$ cat src/rtl/linear_resampler_two_to_three_assert.svh
// Assertion macros for the linear resampler, two inputs to three outputs.
`ifndef LINEAR_RESAMPLER_TWO_TO_THREE_ASSERT_SVH
`define LINEAR_RESAMPLER_TWO_TO_THREE_ASSERT_SVH

// Consequent holds in the same cycle as the antecedent.
`define LR23_ASSERT_SAME(label, clk, rst_n, ante, cons) \
  label: assert property (@(posedge clk) disable iff (!rst_n) (ante) |-> (cons)) \
    else $error("lr23 same-cycle check failed");

// Consequent holds in the cycle after the antecedent.
`define LR23_ASSERT_NEXT(label, clk, rst_n, ante, cons) \
  label: assert property (@(posedge clk) disable iff (!rst_n) (ante) |=> (cons)) \
    else $error("lr23 next-cycle check failed");

`endif

$ cat src/rtl/lr23_pkg.sv
// Package: widths, types and constants of the linear resampler.
package lr23_pkg;

  localparam int unsigned IN_W     = 32;
  localparam int unsigned SAMPLE_W = 16;
  localparam int unsigned MAG_W    = SAMPLE_W + 1;
  localparam int unsigned PROD_W   = 2 * MAG_W;
  localparam int unsigned RECIP_SH = MAG_W;
  localparam logic [MAG_W-1:0] RECIP3 = MAG_W'(((1 << RECIP_SH) + 1) / 3);

  localparam logic [1:0] POS_FIRST = 2'd0;
  localparam logic [1:0] POS_MID   = 2'd1;
  localparam logic [1:0] POS_LAST  = 2'd2;

  typedef logic signed [SAMPLE_W-1:0] sample_t;
  typedef logic [MAG_W-1:0]           mag_t;

  typedef struct packed {
    sample_t s0;
    sample_t s1;
    mag_t    mag_mid;
    logic    neg_mid;
    mag_t    mag_end;
    logic    neg_end;
  } job_t;

endpackage

$ cat src/rtl/lr23_in_if.sv
// Interface: input sample channel.
interface lr23_in_if;
  logic                valid;
  logic                ready;
  logic signed [31:0]  left_sample;
  logic                end_of_stream;

  modport source (output valid, output left_sample, output end_of_stream, input ready);
  modport sink   (input valid, input left_sample, input end_of_stream, output ready);
endinterface

$ cat src/rtl/lr23_out_if.sv
// Interface: resampled output channel.
interface lr23_out_if;
  logic                valid;
  logic                ready;
  logic signed [15:0]  out_sample;
  logic                last_of_run;

  modport source (output valid, output out_sample, output last_of_run, input ready);
  modport sink   (input valid, input out_sample, input last_of_run, output ready);
endinterface

$ cat src/rtl/linear_resampler_two_to_three.sv
// Top level: 2-to-3 linear interpolation resampler.
//
// Input channel in_i carries a 32-bit left sample (top 16 bits used) and an
// end-of-stream flag; output channel out_o carries 16-bit samples, with
// last_of_run set on the third beat of every triple.
// Every second input beat (and an end-of-stream beat on the second sample of
// a pair) closes a pair and yields three output beats; other beats only load
// the held samples. An end-of-stream beat on an unpaired sample is dropped.
// The input beat that closes a pair loads the job register; the job then moves
// to the result buffer, from which the three beats of the triple are sent in order.
// Throughput: one input beat per cycle while the job register is empty or
// advancing; sustained rate is bounded by the output port at one beat per
// cycle. A job register and a three-entry result buffer decouple sides.
// Reset clears the pair phase and all valid flags; nothing is held.
// When the receiver stalls, the result buffer holds its beat, the job register
// fills, and in_i.ready drops once a further pair is waiting.
module linear_resampler_two_to_three
  import lr23_pkg::*;
(
  input  logic       clk_i,
  input  logic       rst_ni,
  lr23_in_if.sink    in_i,
  lr23_out_if.source out_o
);

`include "linear_resampler_two_to_three_assert.svh"

  typedef enum logic [1:0] {
    PH_EMPTY = 2'd0,
    PH_ONE   = 2'd1,
    PH_TWO   = 2'd2
  } phase_e;

  phase_e  phase_q, phase_d;
  sample_t held_first_q, held_first_d;
  sample_t held_second_q, held_second_d;
  job_t    job_q, job_d;
  logic    job_v_q, job_v_d;
  sample_t buf_q [3];
  logic    ob_v_q;
  logic [1:0] pos_q;

  sample_t in_s;
  sample_t t_s0, t_s1, t_s2;
  logic    emit;
  logic    in_fire;
  logic    out_fire;
  logic    job_adv;
  logic signed [SAMPLE_W:0]   diff_mid;
  logic signed [SAMPLE_W+1:0] dbl_mid;
  logic signed [SAMPLE_W:0]   diff_end;
  logic signed [SAMPLE_W+1:0] abs_mid;
  logic signed [SAMPLE_W:0]   abs_end;
  sample_t res0, res1, res2;

  assign in_s     = in_i.left_sample[IN_W-1:IN_W-SAMPLE_W];
  assign out_fire = ob_v_q && out_o.ready;
  assign job_adv  = job_v_q && (!ob_v_q || (out_fire && pos_q == POS_LAST));
  assign in_i.ready = !job_v_q || job_adv;
  assign in_fire  = in_i.valid && in_i.ready;

  always_comb begin
    phase_d       = phase_q;
    held_first_d  = held_first_q;
    held_second_d = held_second_q;
    emit          = 1'b0;
    t_s0          = held_first_q;
    t_s1          = in_s;
    t_s2          = in_s;
    case (phase_q)
      PH_ONE: begin
        if (in_i.end_of_stream) begin
          emit    = 1'b1;
          phase_d = PH_EMPTY;
        end else begin
          held_second_d = in_s;
          phase_d       = PH_TWO;
        end
      end
      PH_TWO: begin
        emit = 1'b1;
        t_s1 = held_second_q;
        if (in_i.end_of_stream) begin
          phase_d = PH_EMPTY;
        end else begin
          held_first_d = in_s;
          phase_d      = PH_ONE;
        end
      end
      default: begin
        if (in_i.end_of_stream) begin
          phase_d = PH_EMPTY;
        end else begin
          held_first_d = in_s;
          phase_d      = PH_ONE;
        end
      end
    endcase

    diff_mid = (SAMPLE_W+1)'(t_s1) - (SAMPLE_W+1)'(t_s0);
    dbl_mid  = (SAMPLE_W+2)'(diff_mid) <<< 1;
    diff_end = (SAMPLE_W+1)'(t_s2) - (SAMPLE_W+1)'(t_s1);
    abs_mid  = dbl_mid[SAMPLE_W+1] ? -dbl_mid : dbl_mid;
    abs_end  = diff_end[SAMPLE_W] ? -diff_end : diff_end;

    job_d.s0      = t_s0;
    job_d.s1      = t_s1;
    job_d.mag_mid = abs_mid[MAG_W-1:0];
    job_d.neg_mid = dbl_mid[SAMPLE_W+1];
    job_d.mag_end = abs_end[MAG_W-1:0];
    job_d.neg_end = diff_end[SAMPLE_W];

    job_v_d = job_v_q;
    if (in_fire && emit) begin
      job_v_d = 1'b1;
    end else if (job_adv) begin
      job_v_d = 1'b0;
    end
  end

  lr23_interp u_interp (
    .job_i  (job_q),
    .out0_o (res0),
    .out1_o (res1),
    .out2_o (res2)
  );

  always_ff @(posedge clk_i or negedge rst_ni) begin
    if (!rst_ni) begin
      phase_q <= PH_EMPTY;
      job_v_q <= 1'b0;
      ob_v_q  <= 1'b0;
      pos_q   <= POS_FIRST;
    end else begin
      job_v_q <= job_v_d;
      if (in_fire) begin
        phase_q <= phase_d;
      end
      if (job_adv) begin
        ob_v_q <= 1'b1;
        pos_q  <= POS_FIRST;
      end else if (out_fire) begin
        if (pos_q == POS_LAST) begin
          ob_v_q <= 1'b0;
        end else begin
          pos_q <= pos_q + 2'd1;
        end
      end
    end
  end

  always_ff @(posedge clk_i) begin
    if (in_fire) begin
      held_first_q  <= held_first_d;
      held_second_q <= held_second_d;
    end
    if (in_fire && emit) begin
      job_q <= job_d;
    end
    if (job_adv) begin
      buf_q[0] <= res0;
      buf_q[1] <= res1;
      buf_q[2] <= res2;
    end
  end

  always_comb begin
    case (pos_q)
      POS_FIRST: out_o.out_sample = buf_q[0];
      POS_MID:   out_o.out_sample = buf_q[1];
      default:   out_o.out_sample = buf_q[2];
    endcase
  end

  assign out_o.valid       = ob_v_q;
  assign out_o.last_of_run = (pos_q == POS_LAST);

  `LR23_ASSERT_NEXT(a_pair_loads_job, clk_i, rst_ni,
                    in_fire && phase_q == PH_TWO, job_v_q)
  `LR23_ASSERT_NEXT(a_job_starts_triple, clk_i, rst_ni,
                    job_adv, ob_v_q && pos_q == POS_FIRST)
  `LR23_ASSERT_NEXT(a_last_beat_drains, clk_i, rst_ni,
                    out_fire && pos_q == POS_LAST && !job_v_q, !ob_v_q)
  `LR23_ASSERT_SAME(a_pos_in_range, clk_i, rst_ni,
                    ob_v_q, pos_q == POS_FIRST || pos_q == POS_MID || pos_q == POS_LAST)

endmodule

$ cat src/rtl/lr23_interp.sv
// Interpolator: divide-by-three by reciprocal and the three samples of a triple.
module lr23_interp
  import lr23_pkg::*;
(
  input  job_t    job_i,
  output sample_t out0_o,
  output sample_t out1_o,
  output sample_t out2_o
);

  logic [PROD_W-1:0]   prod_mid;
  logic [PROD_W-1:0]   prod_end;
  mag_t                quo_mid;
  mag_t                quo_end;
  logic signed [MAG_W:0] step_mid;
  logic signed [MAG_W:0] step_end;
  logic signed [MAG_W:0] sum_mid;
  logic signed [MAG_W:0] sum_end;

  always_comb begin
    prod_mid = PROD_W'(job_i.mag_mid) * PROD_W'(RECIP3);
    prod_end = PROD_W'(job_i.mag_end) * PROD_W'(RECIP3);
    quo_mid  = prod_mid[PROD_W-1:RECIP_SH];
    quo_end  = prod_end[PROD_W-1:RECIP_SH];
    step_mid = job_i.neg_mid ? -$signed({1'b0, quo_mid}) : $signed({1'b0, quo_mid});
    step_end = job_i.neg_end ? -$signed({1'b0, quo_end}) : $signed({1'b0, quo_end});
    sum_mid  = (MAG_W+1)'(job_i.s0) + step_mid;
    sum_end  = (MAG_W+1)'(job_i.s1) + step_end;
  end

  assign out0_o = job_i.s0;
  assign out1_o = sum_mid[SAMPLE_W-1:0];
  assign out2_o = sum_end[SAMPLE_W-1:0];

endmodule
$ cat src/flat_wrapper.sv
// flat-port wrapper written by rule: the top's interface ports become plain ports
module linear_resampler_two_to_three_flat import lr23_pkg::*;
  (clk_i, rst_ni, in_i_valid, in_i_left_sample, in_i_end_of_stream, in_i_ready, out_o_valid, out_o_out_sample, out_o_last_of_run, out_o_ready);
  lr23_in_if in_i_i ();
  lr23_out_if out_o_i ();
  input  logic clk_i;
  input  logic rst_ni;
  input wire logic [$bits(in_i_i.valid)-1:0] in_i_valid;
  input wire logic [$bits(in_i_i.left_sample)-1:0] in_i_left_sample;
  input wire logic [$bits(in_i_i.end_of_stream)-1:0] in_i_end_of_stream;
  output wire logic [$bits(in_i_i.ready)-1:0] in_i_ready;
  output wire logic [$bits(out_o_i.valid)-1:0] out_o_valid;
  output wire logic [$bits(out_o_i.out_sample)-1:0] out_o_out_sample;
  output wire logic [$bits(out_o_i.last_of_run)-1:0] out_o_last_of_run;
  input wire logic [$bits(out_o_i.ready)-1:0] out_o_ready;
  assign in_i_i.valid = in_i_valid;
  assign in_i_i.left_sample = in_i_left_sample;
  assign in_i_i.end_of_stream = in_i_end_of_stream;
  assign in_i_ready = in_i_i.ready;
  assign out_o_valid = out_o_i.valid;
  assign out_o_out_sample = out_o_i.out_sample;
  assign out_o_last_of_run = out_o_i.last_of_run;
  assign out_o_i.ready = out_o_ready;
  linear_resampler_two_to_three u_core (.clk_i(clk_i), .rst_ni(rst_ni), .in_i(in_i_i), .out_o(out_o_i));
endmodule
$ cat config.mk
export PLATFORM = sky130hd
export DESIGN_NAME = linear_resampler_two_to_three_flat
export DESIGN_NICKNAME = d
export VERILOG_FILES = /design/src/rtl/lr23_pkg.sv /design/src/rtl/lr23_in_if.sv /design/src/rtl/lr23_out_if.sv /design/src/rtl/linear_resampler_two_to_three.sv /design/src/rtl/lr23_interp.sv /design/src/flat_wrapper.sv
export VERILOG_INCLUDE_DIRS = /design/src /design/src/rtl
export SDC_FILE = /design/constraint.sdc
export NUM_CORES = 1
export LEC_CHECK = 0
export BUFFER_PORTS_ARGS = -buffer_cell sky130_fd_sc_hd__buf_2
export CAP_MARGIN = 0
export CORE_MARGIN = 2
export CORE_UTILIZATION = 60
export CTS_BUF_LIST = sky130_fd_sc_hd__clkbuf_4 sky130_fd_sc_hd__clkbuf_8
export CTS_CLUSTER_SIZE = 10
export DETAILED_ROUTE_END_ITERATION = 6
export GPL_ROUTABILITY_DRIVEN = 0
export HOLD_SLACK_MARGIN = 0.08
export PLACE_DENSITY = 0.77
export SYNTH_ARGS = -nofsm -noshare
export SYNTH_HDL_FRONTEND = slang
export SYNTH_SLANG_ARGS = --single-unit
$ cat constraint.sdc
create_clock -name clk_i -period 22.5 [get_ports clk_i]
set_input_delay 0 -clock clk_i [delete_from_list [all_inputs] [get_ports clk_i]]
set_output_delay 0 -clock clk_i [all_outputs]
set_load 0.02 [all_outputs]
### After elaboration in Yosys (flattened, before gate mapping)

Memory sizes are Yosys's and may differ from the RTL's.
Index checks and enable logic that the tools add are counted.

* memories: 1
* flip-flop bits (word level): 106
* input bits: 37
* bits in writable memories: 48
* word-level logic and storage cells: 71

* equality and inequality tests: 5
* $add $sub $neg: 9
* reductions and logical operators: 17
* bitwise operators: 2
* multipliers: 2
* muxes and demuxes: 21

Memory list
* u_core.buf_q: words 3, width 16, rd ports 3, clocked after Yosys merged registers in 0, wr ports 3, line linear_resampler_two_to_three.sv:39 `sample_t buf_q [3];`

Operator list (count)
* $mul A17 B16 Y33 const B: 2
* $mux W16: 4
* $neg A17 Y17: 2
* $sub A16 B16 Y17: 2
* $add A16 B16 Y16: 2
* $neg A16 Y16: 2
* $pmux W16 S2: 1
* $mux W17: 1
* $mux W2: 5
* $mux W1: 9
* $reduce_and A3 Y1: 2
* $reduce_bool A2 Y1: 3
* $logic_and A1 B1 Y1: 5
* $eq A2 B1 Y1 const B: 2
* $eq A2 B2 Y1 const B: 2
* $reduce_and A2 Y1: 2
* $add A2 B1 Y2 const B: 1
* $logic_not A1 Y1: 2
* $logic_not A2 Y1: 1
* $logic_or A1 B1 Y1: 2
* $ne A2 B1 Y1 const B: 1
* $not A1 Y1: 2
* $pmux W1 S2: 1

### Depth between registers and ports, before layout

Gate-level depths: netlist (run 1).

* depth after elaboration: 8
* depth in mapped cells: 34

### Hierarchy

From an unflattened synthesis (run 1), not the netlist that was laid out.

* cells, all modules: 2068
* area, all modules: 20104.3 um^2

Modules (own cells, without submodules)
* lr23_interp: instances 1, area each 12139.1 um^2, cells each 1395
* linear_resampler_two_to_three: instances 1, area each 7965.1 um^2, cells each 673

### Least setup slack after synthesis (run 1)

No wires, ideal clock.

* path kind: register to register
* from: register u_core.job_q[2] (netlist bit)
* to: memory u_core.buf_q[0][47] (netlist bit), data pin
* buffers on the path: 0
* setup time: 0.268 ns
* cell stages (with the launch flop): 33
* period minus slack after synthesis: 8.151 ns
* slack: 14.349 ns
* arrival time: 7.884 ns
* cells stage by stage: edfxtp_1 -> ha_1 -> xor2_1 -> ha_1 -> inv_1 -> fa_1 -> inv_1 -> fa_1 -> fa_1 -> inv_1 -> fa_1 -> inv_1 -> ha_1 -> nand2_1 -> nor2_1 -> or4b_2 -> nor2_1 -> nor2_1 -> inv_1 -> ha_1 -> or3b_2 -> o41ai_1 -> mux2i_1 -> nand2_1 -> xor2_1 -> ha_1 -> and3_1 -> a211o_1 -> a21o_1 -> a21o_1 -> a31oi_1 -> o21ai_0 -> xnor3_1

RTL lines
* start: declaration: line linear_resampler_two_to_three.sv:37 `job_t job_q, job_d;`
* start signal: assignment: line linear_resampler_two_to_three.sv:158 `job_q <= job_d;`
* end: declaration: line linear_resampler_two_to_three.sv:39

==> key figures, run 1 <==
CTS
  – Max H-tree Level: 4
  – Setup Buffers After CTS: 0
  – Num CTS Buffers: 17
  – Root Driver: clkbuf_8
  – Latest clock arrival within the worst-skew pair: 460 ps
  – Reg clk slew, reported paths: 80 ps
  – TritonCTS clock tree: done
  – # clock sinks: 153
  – Bufs on Longest Clock Path: 2

Timing
  – Post-Route Setup TNS: 0 ps
  – Worst slew pin tran: 1270 ps
  – Crit share post-route: 40.6%
  – Shortest period the worst path allows: 9140 ps
  – Slew HR: 14.0%
  – Final Setup Violations: 0
  – Fmax: 109 MHz
  – Clock skew after layout: 13.1 ps
  – Final Max Tran Viols: 0
  – Hold Violations, Final: 0
  – RSZ-0062 raised after global routing: false

Floorplan
  – Core area: 0.0315 mm²
  – Io pins: 56
  – Die Area: 0.0333 mm²
  – Initial Utilization: 60.8%
  – Num rows: 65
  – Die W: 183 µm
  – Die span in y: 183 µm

Synth
  – Syn_area_per_cell: 9.93 µm²
  – Synth Area in Simple Gates: 9.00%
  – Post-synthesis mux area share: 1.22%
  – Synth Area in Compound Gates: 11.9%
  – Post-synth cell types: 78
  – Synth area leaders: edfxtp_1, ha_1, fa_1
  – Post-Synthesis Cells: 1928
  – Yosys top cell area share: 23.1%
  – Syn Nets: 2467
  – Post-synth EDFFs: 147
  – Dominant cell type by area after synthesis: edfxtp_1
  – Synth warn: 0
  – Sequential share of the synthesized area: 23.8%
  – Post-synth ARST share: 3.92%
  – Largest family of logic cells by synthesized area: adder cells
  – Synth Register Bits: 153
  – Top_reg_cell synth: edfxtp_1
  – Post-synthesis adder-cell area fraction: 39.6%
  – Post-synthesis cell area: 0.0191 mm²
  – Xor and xnor area share after synthesis: 5.93%

Place
  – DPL Wire Length: 35.3 mm
  – # port buffers: 39

Critical path
  – Worst EP arrival: 9340 ps
  – Max stage delay cell, worst path: edfxtp_1
  – Largest stage delay on the critical path: 550 ps
  – WP data required: 22700 ps
  – Peak fanout along the critical path: 6
  – R2R cell count: 29
  – Crit. End Element: register
  – Reg2reg setup slack: 13360 ps
  – FF-to-FF Start: u_core.job_q[10]
  – Most frequent CP cell: ha_1
  – Type of element launching the critical path: register
  – RR Endpoint: u_core.buf_q[0][47]
  – Crit path launch: u_core.job_q[10]
  – CP Class: register to register
  – Critical path capture point: u_core.buf_q[0][47]

Final layout
  – Fill cells: 2387
  – Synth-to-Final Area Change: 6.78%
  – Seq. cell area: 0.00456 mm²
  – Fin util: 64.9%
  – Most frequent cells in the layout: inv_1, ha_1, fa_1
  – Layout cells sized above 1: 5.50%
  – Final-stage net count: 2526
  – Area occupied by multi-input gates: 0.0130 mm²
  – Antenna Cells: 0
  – Commonest non-fill, non-tap cell in the layout: inv_1

Drt
  – DRC: 0
  – WL/cell: 17.6 µm
  – Final ANT Viol Nets: 0
  – Routed WL: 42.4 mm
  – DRT iter0 DRCs: 1086
  – Routed vias/inst: 5.81
  – Vias: 13952
  – TritonRoute pass-1 iters: 6

Hold path
  – Worst hold-check path type: input port to register

Global routing
  – Grt total ovfl: 0
  – Initial antenna violation count: 0
  – Total GRT Usage: 26.2%
  – Largest net degree at the start of global routing: 68
  – Global-route wire length before repair: 68.8 mm
  – Number of global-route vias before repair: 13947

Flow run
  – Max-Cap Viols: 0

Outcome
  – Outcome: complete, no violations
==> worst min-delay path by stage <==
stage                                    start  depth (start not counted)                      to
final                     in_i_left_sample[16]                          2  u_core.held_first_q[0]
after global routing      in_i_left_sample[16]                          2  u_core.held_first_q[0]
after CTS                 in_i_left_sample[16]                          2  u_core.held_first_q[0]
after detailed placement                rst_ni                          1       u_core.phase_q[1]
after global placement                  rst_ni                          1       u_core.phase_q[1]
after floorplan                         rst_ni                          0          u_core.job_v_q
==> synthesized netlist by cell type, types with 9 or more instances <==
| library cell | number |
|---|---|
| o21ai_0 | 54 |
| o31ai_1 | 12 |
| or3_1 | 15 |
| nor2_1 | 65 |
| mux2i_1 | 21 |
| xnor2_1 | 92 |
| and3_1 | 12 |
| a21oi_1 | 87 |
| o21a_1 | 18 |
| nand2b_1 | 10 |
| nor3_1 | 32 |
| o211ai_1 | 13 |
| fa_1 | 173 |
| nand3_1 | 24 |
| nand4_1 | 14 |
| a31oi_1 | 18 |
| ha_1 | 329 |
| xor2_1 | 35 |
| a211oi_1 | 19 |
| nor2b_1 | 10 |
| inv_1 | 407 |
| o21bai_1 | 11 |
| or2_2 | 9 |
| edfxtp_1 | 147 |
| nand2_1 | 117 |
| a22oi_1 | 16 |
| clkbuf_1 | 25 |
| a21o_1 | 28 |
==> routing by layer <==
metal	part of all wire (%)	global-route usage, %	vias to the layer above
met5	0	0	-
met4	1.1	4.55	0
met3	7.0	4.57	41
met2	45	41.5	404
met1	47	38.4	6797
li1	-	-	6710
==> kinds of logic after synthesis <==
group,count (synthesis)
and+or+nand+nor,349
buffers and inverters,434
AOI/OAI and AO/OA,339
xor gates and xnor gates,128
muxes,23
DFF,153
adders and majority gates,502
==> state kept, by name, indices dropped and copies added (netlist names) <==
register              flops
u_core.job_v_q            1
u_core.job_q             67
u_core.phase_q            2
u_core.out_o.valid        1
u_core.held_first_q      16
u_core.held_second_q     16
u_core.pos_q              2
u_core.buf_q             48
==> what timing repair did <==
item,in CTS,in global routing
hold buffers,22,0
gates resized for setup,0,0
endpoints found under the hold margin,87,0
==> per-stage QoR <==
stage / hold slack (ps) / instance area, µm² / instances / setup slack, ps
2_1_floorplan: -296 / 19100 / 1928 / 14350
3_3_place_gp: -170 / 19800 / 2348 / 13610
3_5_place_dp: -168 / 19800 / 2348 / 13480
4_1_cts: 282 / 20400 / 2402 / 13430
5_1_grt: 290 / 20400 / 2402 / 12990
6_report: 309 / 20400 / 2402 / 13360
==> critical path: cells and delay by family (launching register included) <==
| family | cells | cell delay, ps |
|---|---|---|
| flops | 1 | 550 |
| compound gates | 9 | 1930 |
| simple gates | 6 | 1850 |
| xor+xnor | 3 | 800 |
| buf+inv | 2 | 100 |
| fa+ha+maj | 9 | 3620 |
==> cell type report <==
type                    count  area share (%)
well taps                 402            2.46
inverters                 408            7.49
clock inverters             7           0.447
clock buffers              25            1.56
multi-input cells        1341            63.5
repair buffers             66            2.22
flip-flops and latches    153            22.3
Power of run 1 is left out: the tool's default activity adds up to more than one toggle a clock period on the data nets, which glitch-free logic cannot reach.
==> run 2: changes to the inputs <==
clock period = 8.44 ns   (was 22.5 ns; I/O delays follow)
==> run 2 against run 1 <==
  * Clock skew rose by 5.5 ps
  * Hold slack gained 1.1 ps
  * Global-route usage up 1.6 points
  * Clock-buffer cell count shrank 7
  * Register-to-register slack worse by 13000 ps
  * Sequential share of layout area is 0.93 points lower
  * Fmax increased by 11%
  * Setup slack worse by 13000 ps
  * Via count increased by 3.2%
  * Die area unchanged
  * Core utilization increased by 2.8 points
  * Non-clock buffer count increased by 79
  * Highest routed layer is now met5
==> key figures, run 2 (synthesis gave the netlist of run 1 again) <==
Drt
  – Routed WL: 46.2 mm
  – WL/cell: 18.6 µm
  – Vias: 14405
  – DRC: 0
  – Final ANT Viol Nets: 0
  – TritonRoute pass-1 iters: 5
  – Routed vias/inst: 5.81
  – DRT iter0 DRCs: 1114

Global routing
  – Met1 Usage GRT: 39.1%
  – Total GRT Usage: 27.8%
  – Number of global-route vias before repair: 14366
  – Grt total ovfl: 0
  – GRT busiest layer: met2
  – Initial antenna violation count: 1
  – Largest net degree at the start of global routing: 68
  – Met3 layer usage reported by global route: 6.43%
  – Global-route wire length before repair: 72.5 mm
  – Met2 Use GR: 44.3%

Critical path
  – FF-to-FF Start: u_core.job_q[31]
  – RR Endpoint: u_core.buf_q[0][30]
  – Crit path max-delay family: adder cells
  – Reg2reg setup slack: 240 ps
  – WP data required: 8650 ps
  – Most frequent CP cell: fa_1
  – R2R cell count: 30
  – Max stage delay cell, worst path: fa_1
  – Worst EP arrival: 8420 ps
  – CP bufs+invs: 4
  – Peak fanout along the critical path: 3
  – CP Class: register to register
  – Largest stage delay on the critical path: 560 ps
  – Critical path capture point: u_core.buf_q[0][30]
  – Crit. End Element: register
  – Type of element launching the critical path: register
  – Crit path launch: u_core.job_q[31]
  – Crit path depth: 30

Final layout
  – Synth-to-Final Area Change: 11.4%
  – Final Instance Area: 0.0213 mm²
  – Largest register FFs: 67
  – Largest Register: u_core.job_q
  – Most frequent cells in the layout: inv_1, ha_1, fa_1
  – Final-stage net count: 2605
  – Layout cells sized above 1: 10.9%
  – Antenna Cells: 0
  – Biggest regs: u_core.job_q: 67 flops, u_core.buf_q: 48 flops
  – Commonest non-fill, non-tap cell in the layout: inv_1

Timing
  – Shortest period the worst path allows: 8200 ps
  – Worst Hold Slack: 310 ps
  – Post-Route Setup TNS: 0 ps
  – Crit share post-route: 97.2%
  – Final worst slack: 238 ps
  – Worst slew pin tran: 1280 ps
  – Slew HR: 14.5%
  – Final Setup Violations: 0
  – Clock skew after layout: 18.6 ps
  – Hold Violations, Final: 0
  – Final Max Tran Viols: 0
  – Fmax: 122 MHz

Hold path
  – Worst hold-check path type: input port to register

CTS
  – Max H-tree Level: 4
  – Bufs on Longest Clock Path: 2
  – Reg clk slew, reported paths: 100 ps
  – Num CTS Buffers: 17
  – # clock sinks: 153
  – TritonCTS clock tree: done
  – Root Driver: clkbuf_8
  – Latest clock arrival within the worst-skew pair: 470 ps

Place
  – # port buffers: 39
  – DPL Wire Length: 37.7 mm
  – Placed cell areas: 0.0202 mm²
  – DP Worst Slack: -117 ps

Floorplan
  – Die Area: 0.0333 mm²
  – Die W: 183 µm
  – Die span in y: 183 µm
  – Core area: 0.0315 mm²
  – Num rows: 65
  – Initial Utilization: 60.8%
  – Io pins: 56

Outcome
  – Outcome: complete, no violations

Flow run
  – Max-Cap Viols: 0
run 2: cell count changes in the layout (fill, tap and decap cells not counted), sizes merged:
cell         previous run  this run
clkinv                  4         6
clkinvlp                1         2
buf                    44       122
clkbuf                 25        18
dlygate4sd3            22        23
inv                   408       413
bufinv                  2         1
run 2: final cells by class:
class,count,area (µm²)
Timing Repair Buffer,145,1050
Clock buffer,18,241
Inverter,408,1530
Sequential cell,153,4560
Fill cell,2250,10200
Clock inverter,14,139
Tap cell,402,503
Multi-Input combinational cell,1341,13300
run 2: worst reg2reg max path: cells and delay by family, from the launching register on:
kind	cells	cell delay [ps]
buf+inv	4	220
flops	1	450
compound gates	11	2340
xor+xnor	2	240
simple gates	4	840
fa+ha+maj	9	3840
run 2: worst min-delay path by stage:
stage	start	cells past startpoint	endpoint	slack, ps
after CTS	in_i_left_sample[16]	2	u_core.held_second_q[0]	250
after global routing	in_i_left_sample[24]	2	u_core.held_second_q[8]	290
final	in_i_left_sample[24]	2	u_core.held_second_q[8]	310
after floorplan	rst_ni	0	u_core.job_v_q	-300
after detailed placement	rst_ni	1	u_core.phase_q[1]	-170
after global placement	rst_ni	1	u_core.phase_q[1]	-170
run 2: what timing repair did:
| action | CTS | global route |
|---|---|---|
| pin swaps | 0 | 18 |
| resized for setup | 6 | 48 |
| endpoints found under the setup margin | 2 | 7 |
| endpoints found under the hold margin | 82 | 0 |
| setup buffers | 0 | 27 |
| hold buffers | 23 | 0 |
run 2: per-stage QoR:
stage / instances / util [%]
global route: 2481 / 67.7
CTS: 2454 / 66.1
floorplan: 1928 / -
finish: 2481 / 67.7
detailed placement: 2399 / 64.1
global placement: 2399 / 64.1
run 2: metal layers:
metal,part of all wire [%],vias up,routed length (µm)
li1,-,6852,-
met1,44,6987,20400
met4,1.9,2,881
met3,8.1,66,3730
met5,0.028,-,13
met2,46,498,21100
Power of run 2 is left out for the same reason.
==> run 3: changes to the inputs <==
CORE_UTILIZATION = 52   (was 60)
PLACE_DENSITY = 0.68   (was 0.77)
==> run 3 against run 2 <==
  * Critical path depth increased by 1
  * Highest routed layer is now met4
  * Fmax rose by 0.60%
  * Clock-buffer cell count increased by 1
  * Clock skew down 3.5 ps
==> key figures, run 3 (synthesis gave the netlist of run 1 again) <==
Outcome
  – Outcome: complete, no violations

Drt
  – Routed vias/inst: 5.53
  – Met3 routed WL: 2.27 mm
  – DRC: 0
  – Top sig layer: met4
  – DRT iter0 DRCs: 919
  – TritonRoute pass-1 iters: 5
  – Routed WL: 44.1 mm
  – WL/cell: 17.3 µm
  – WL met1: 22.0 mm
  – Final ANT Viol Nets: 0
  – DR WL met2: 19.3 mm
  – Vias: 14100

Timing
  – Post-Route Setup TNS: 0 ps
  – Crit share post-route: 96.6%
  – Clock skew after layout: 15.2 ps
  – Worst slew pin tran: 1200 ps
  – Final Max Tran Viols: 0
  – Final Setup Violations: 0
  – Final worst slack: 286 ps
  – Fmax: 123 MHz
  – Hold Violations, Final: 0
  – Shortest period the worst path allows: 8150 ps
  – Slew HR: 19.7%

Global routing
  – Largest net degree at the start of global routing: 68
  – Total GRT Usage: 23.4%
  – Global-route wire length before repair: 71.1 mm
  – Number of global-route vias before repair: 14001
  – Initial antenna violation count: 1
  – Grt total ovfl: 0

CTS
  – TritonCTS clock tree: done
  – Root Driver: clkbuf_8
  – Reg clk slew, reported paths: 100 ps
  – Bufs on Longest Clock Path: 2
  – Num CTS Buffers: 17
  – # clock sinks: 153
  – Max H-tree Level: 4
  – Latest clock arrival within the worst-skew pair: 480 ps

Critical path
  – CP Class: register to register
  – WP data required: 8660 ps
  – Peak fanout along the critical path: 6
  – R2R cell count: 31
  – Largest stage delay on the critical path: 540 ps
  – Crit. End Element: register
  – Worst EP arrival: 8370 ps
  – Most frequent CP cell: ha_1
  – Type of element launching the critical path: register
  – Max stage delay cell, worst path: fa_1

Final layout
  – Biggest regs: u_core.job_q: 67 flops, u_core.buf_q: 48 flops
  – Largest Register: u_core.job_q
  – Fin util: 58.9%
  – Layout cells sized above 1: 11.1%
  – Commonest non-fill, non-tap cell in the layout: inv_1
  – Most frequent cells in the layout: inv_1, ha_1, fa_1
  – Synth-to-Final Area Change: 12.1%
  – Non-Filler Instances: 2550
  – Largest register FFs: 67
  – Final-stage net count: 2608
  – Antenna Cells: 0

Place
  – # port buffers: 39
  – DPL Wire Length: 36.8 mm
  – Cell total after placement: 2473
  – DP Worst Slack: -78.6 ps

Floorplan
  – Num rows: 70
  – Die W: 196 µm
  – Core area: 0.0364 mm²
  – Die span in y: 196 µm
  – Initial Utilization: 52.5%
  – Die Area: 0.0384 mm²
  – Io pins: 56

Hold path
  – WHS Path Cells: 2
  – Worst hold-check path type: input port to register

Flow run
  – Max-Cap Viols: 0
==> run 3: cell count changes in the layout (fill, tap and decap cells not counted), sizes merged <==
cell         before  now
clkbuf           18   19
inv             413  415
bufinv            1    3
buf             122  126
clkinvlp          2    1
dlygate4sd3      23   22
clkinv            6    2
==> run 3: repair_timing <==
action | CTS | global route
resized for setup | 4 | 45
hold buffers | 22 | 0
buffers inserted | 0 | 23
pin swaps | 2 | 17
hold endpoints to repair | 89 | 0
setup endpoints to repair | 1 | 8
==> run 3: metrics by stage <==
step           hold WS, ps  instance area, µm²
2_1_floorplan         -296               19100
3_3_place_gp          -168               20300
3_5_place_dp          -167               20300
4_1_cts                254               21000
5_1_grt                277               21500
6_report               283               21500
==> run 3: final cells by class <==
type                    instances  area, µm²
clock inverters                13        181
repair buffers                148       1070
inverters                     408       1530
multi-input cells            1341      13300
clock buffers                  19        255
fillers                      3022      15000
well taps                     468        586
flip-flops and latches        153       4560
==> run 3: path summary, 6_finish.rpt <==
check / slack, ps / endpoint / startpoint
min in group asynchronous: 440 / u_core.pos_q[0] / rst_ni
min reg2reg: 480 / u_core.job_q[65] / u_core.held_first_q[13]
max: 290 / u_core.buf_q[0][31] / u_core.job_q[30]
max in group asynchronous: 7770 / u_core.phase_q[0] / rst_ni
max reg2reg: 290 / u_core.buf_q[0][31] / u_core.job_q[30]
min: 280 / u_core.held_second_q[0] / in_i_left_sample[16]
==> run 3: worst max-delay path, delay by kind of cell (launching register included) <==
| kind | cells | cell delay [ps] |
|---|---|---|
| adder cells (fa/ha/maj) | 9 | 3650 |
| AO/OA/AOI/OAI | 10 | 2200 |
| AND/OR/NAND/NOR | 4 | 730 |
| flip-flops | 1 | 470 |
| XOR/XNOR | 3 | 430 |
| buffers and inverters | 5 | 410 |
==> run 3: layer usage <==
metal | track usage [%] | vias to the layer above
met3 | 3.71 | 38
li1 | - | 6847
met5 | 0 | -
met4 | 3.87 | 0
met1 | 35.0 | 6873
met2 | 36.5 | 342
Power of run 3 is left out for the same reason.
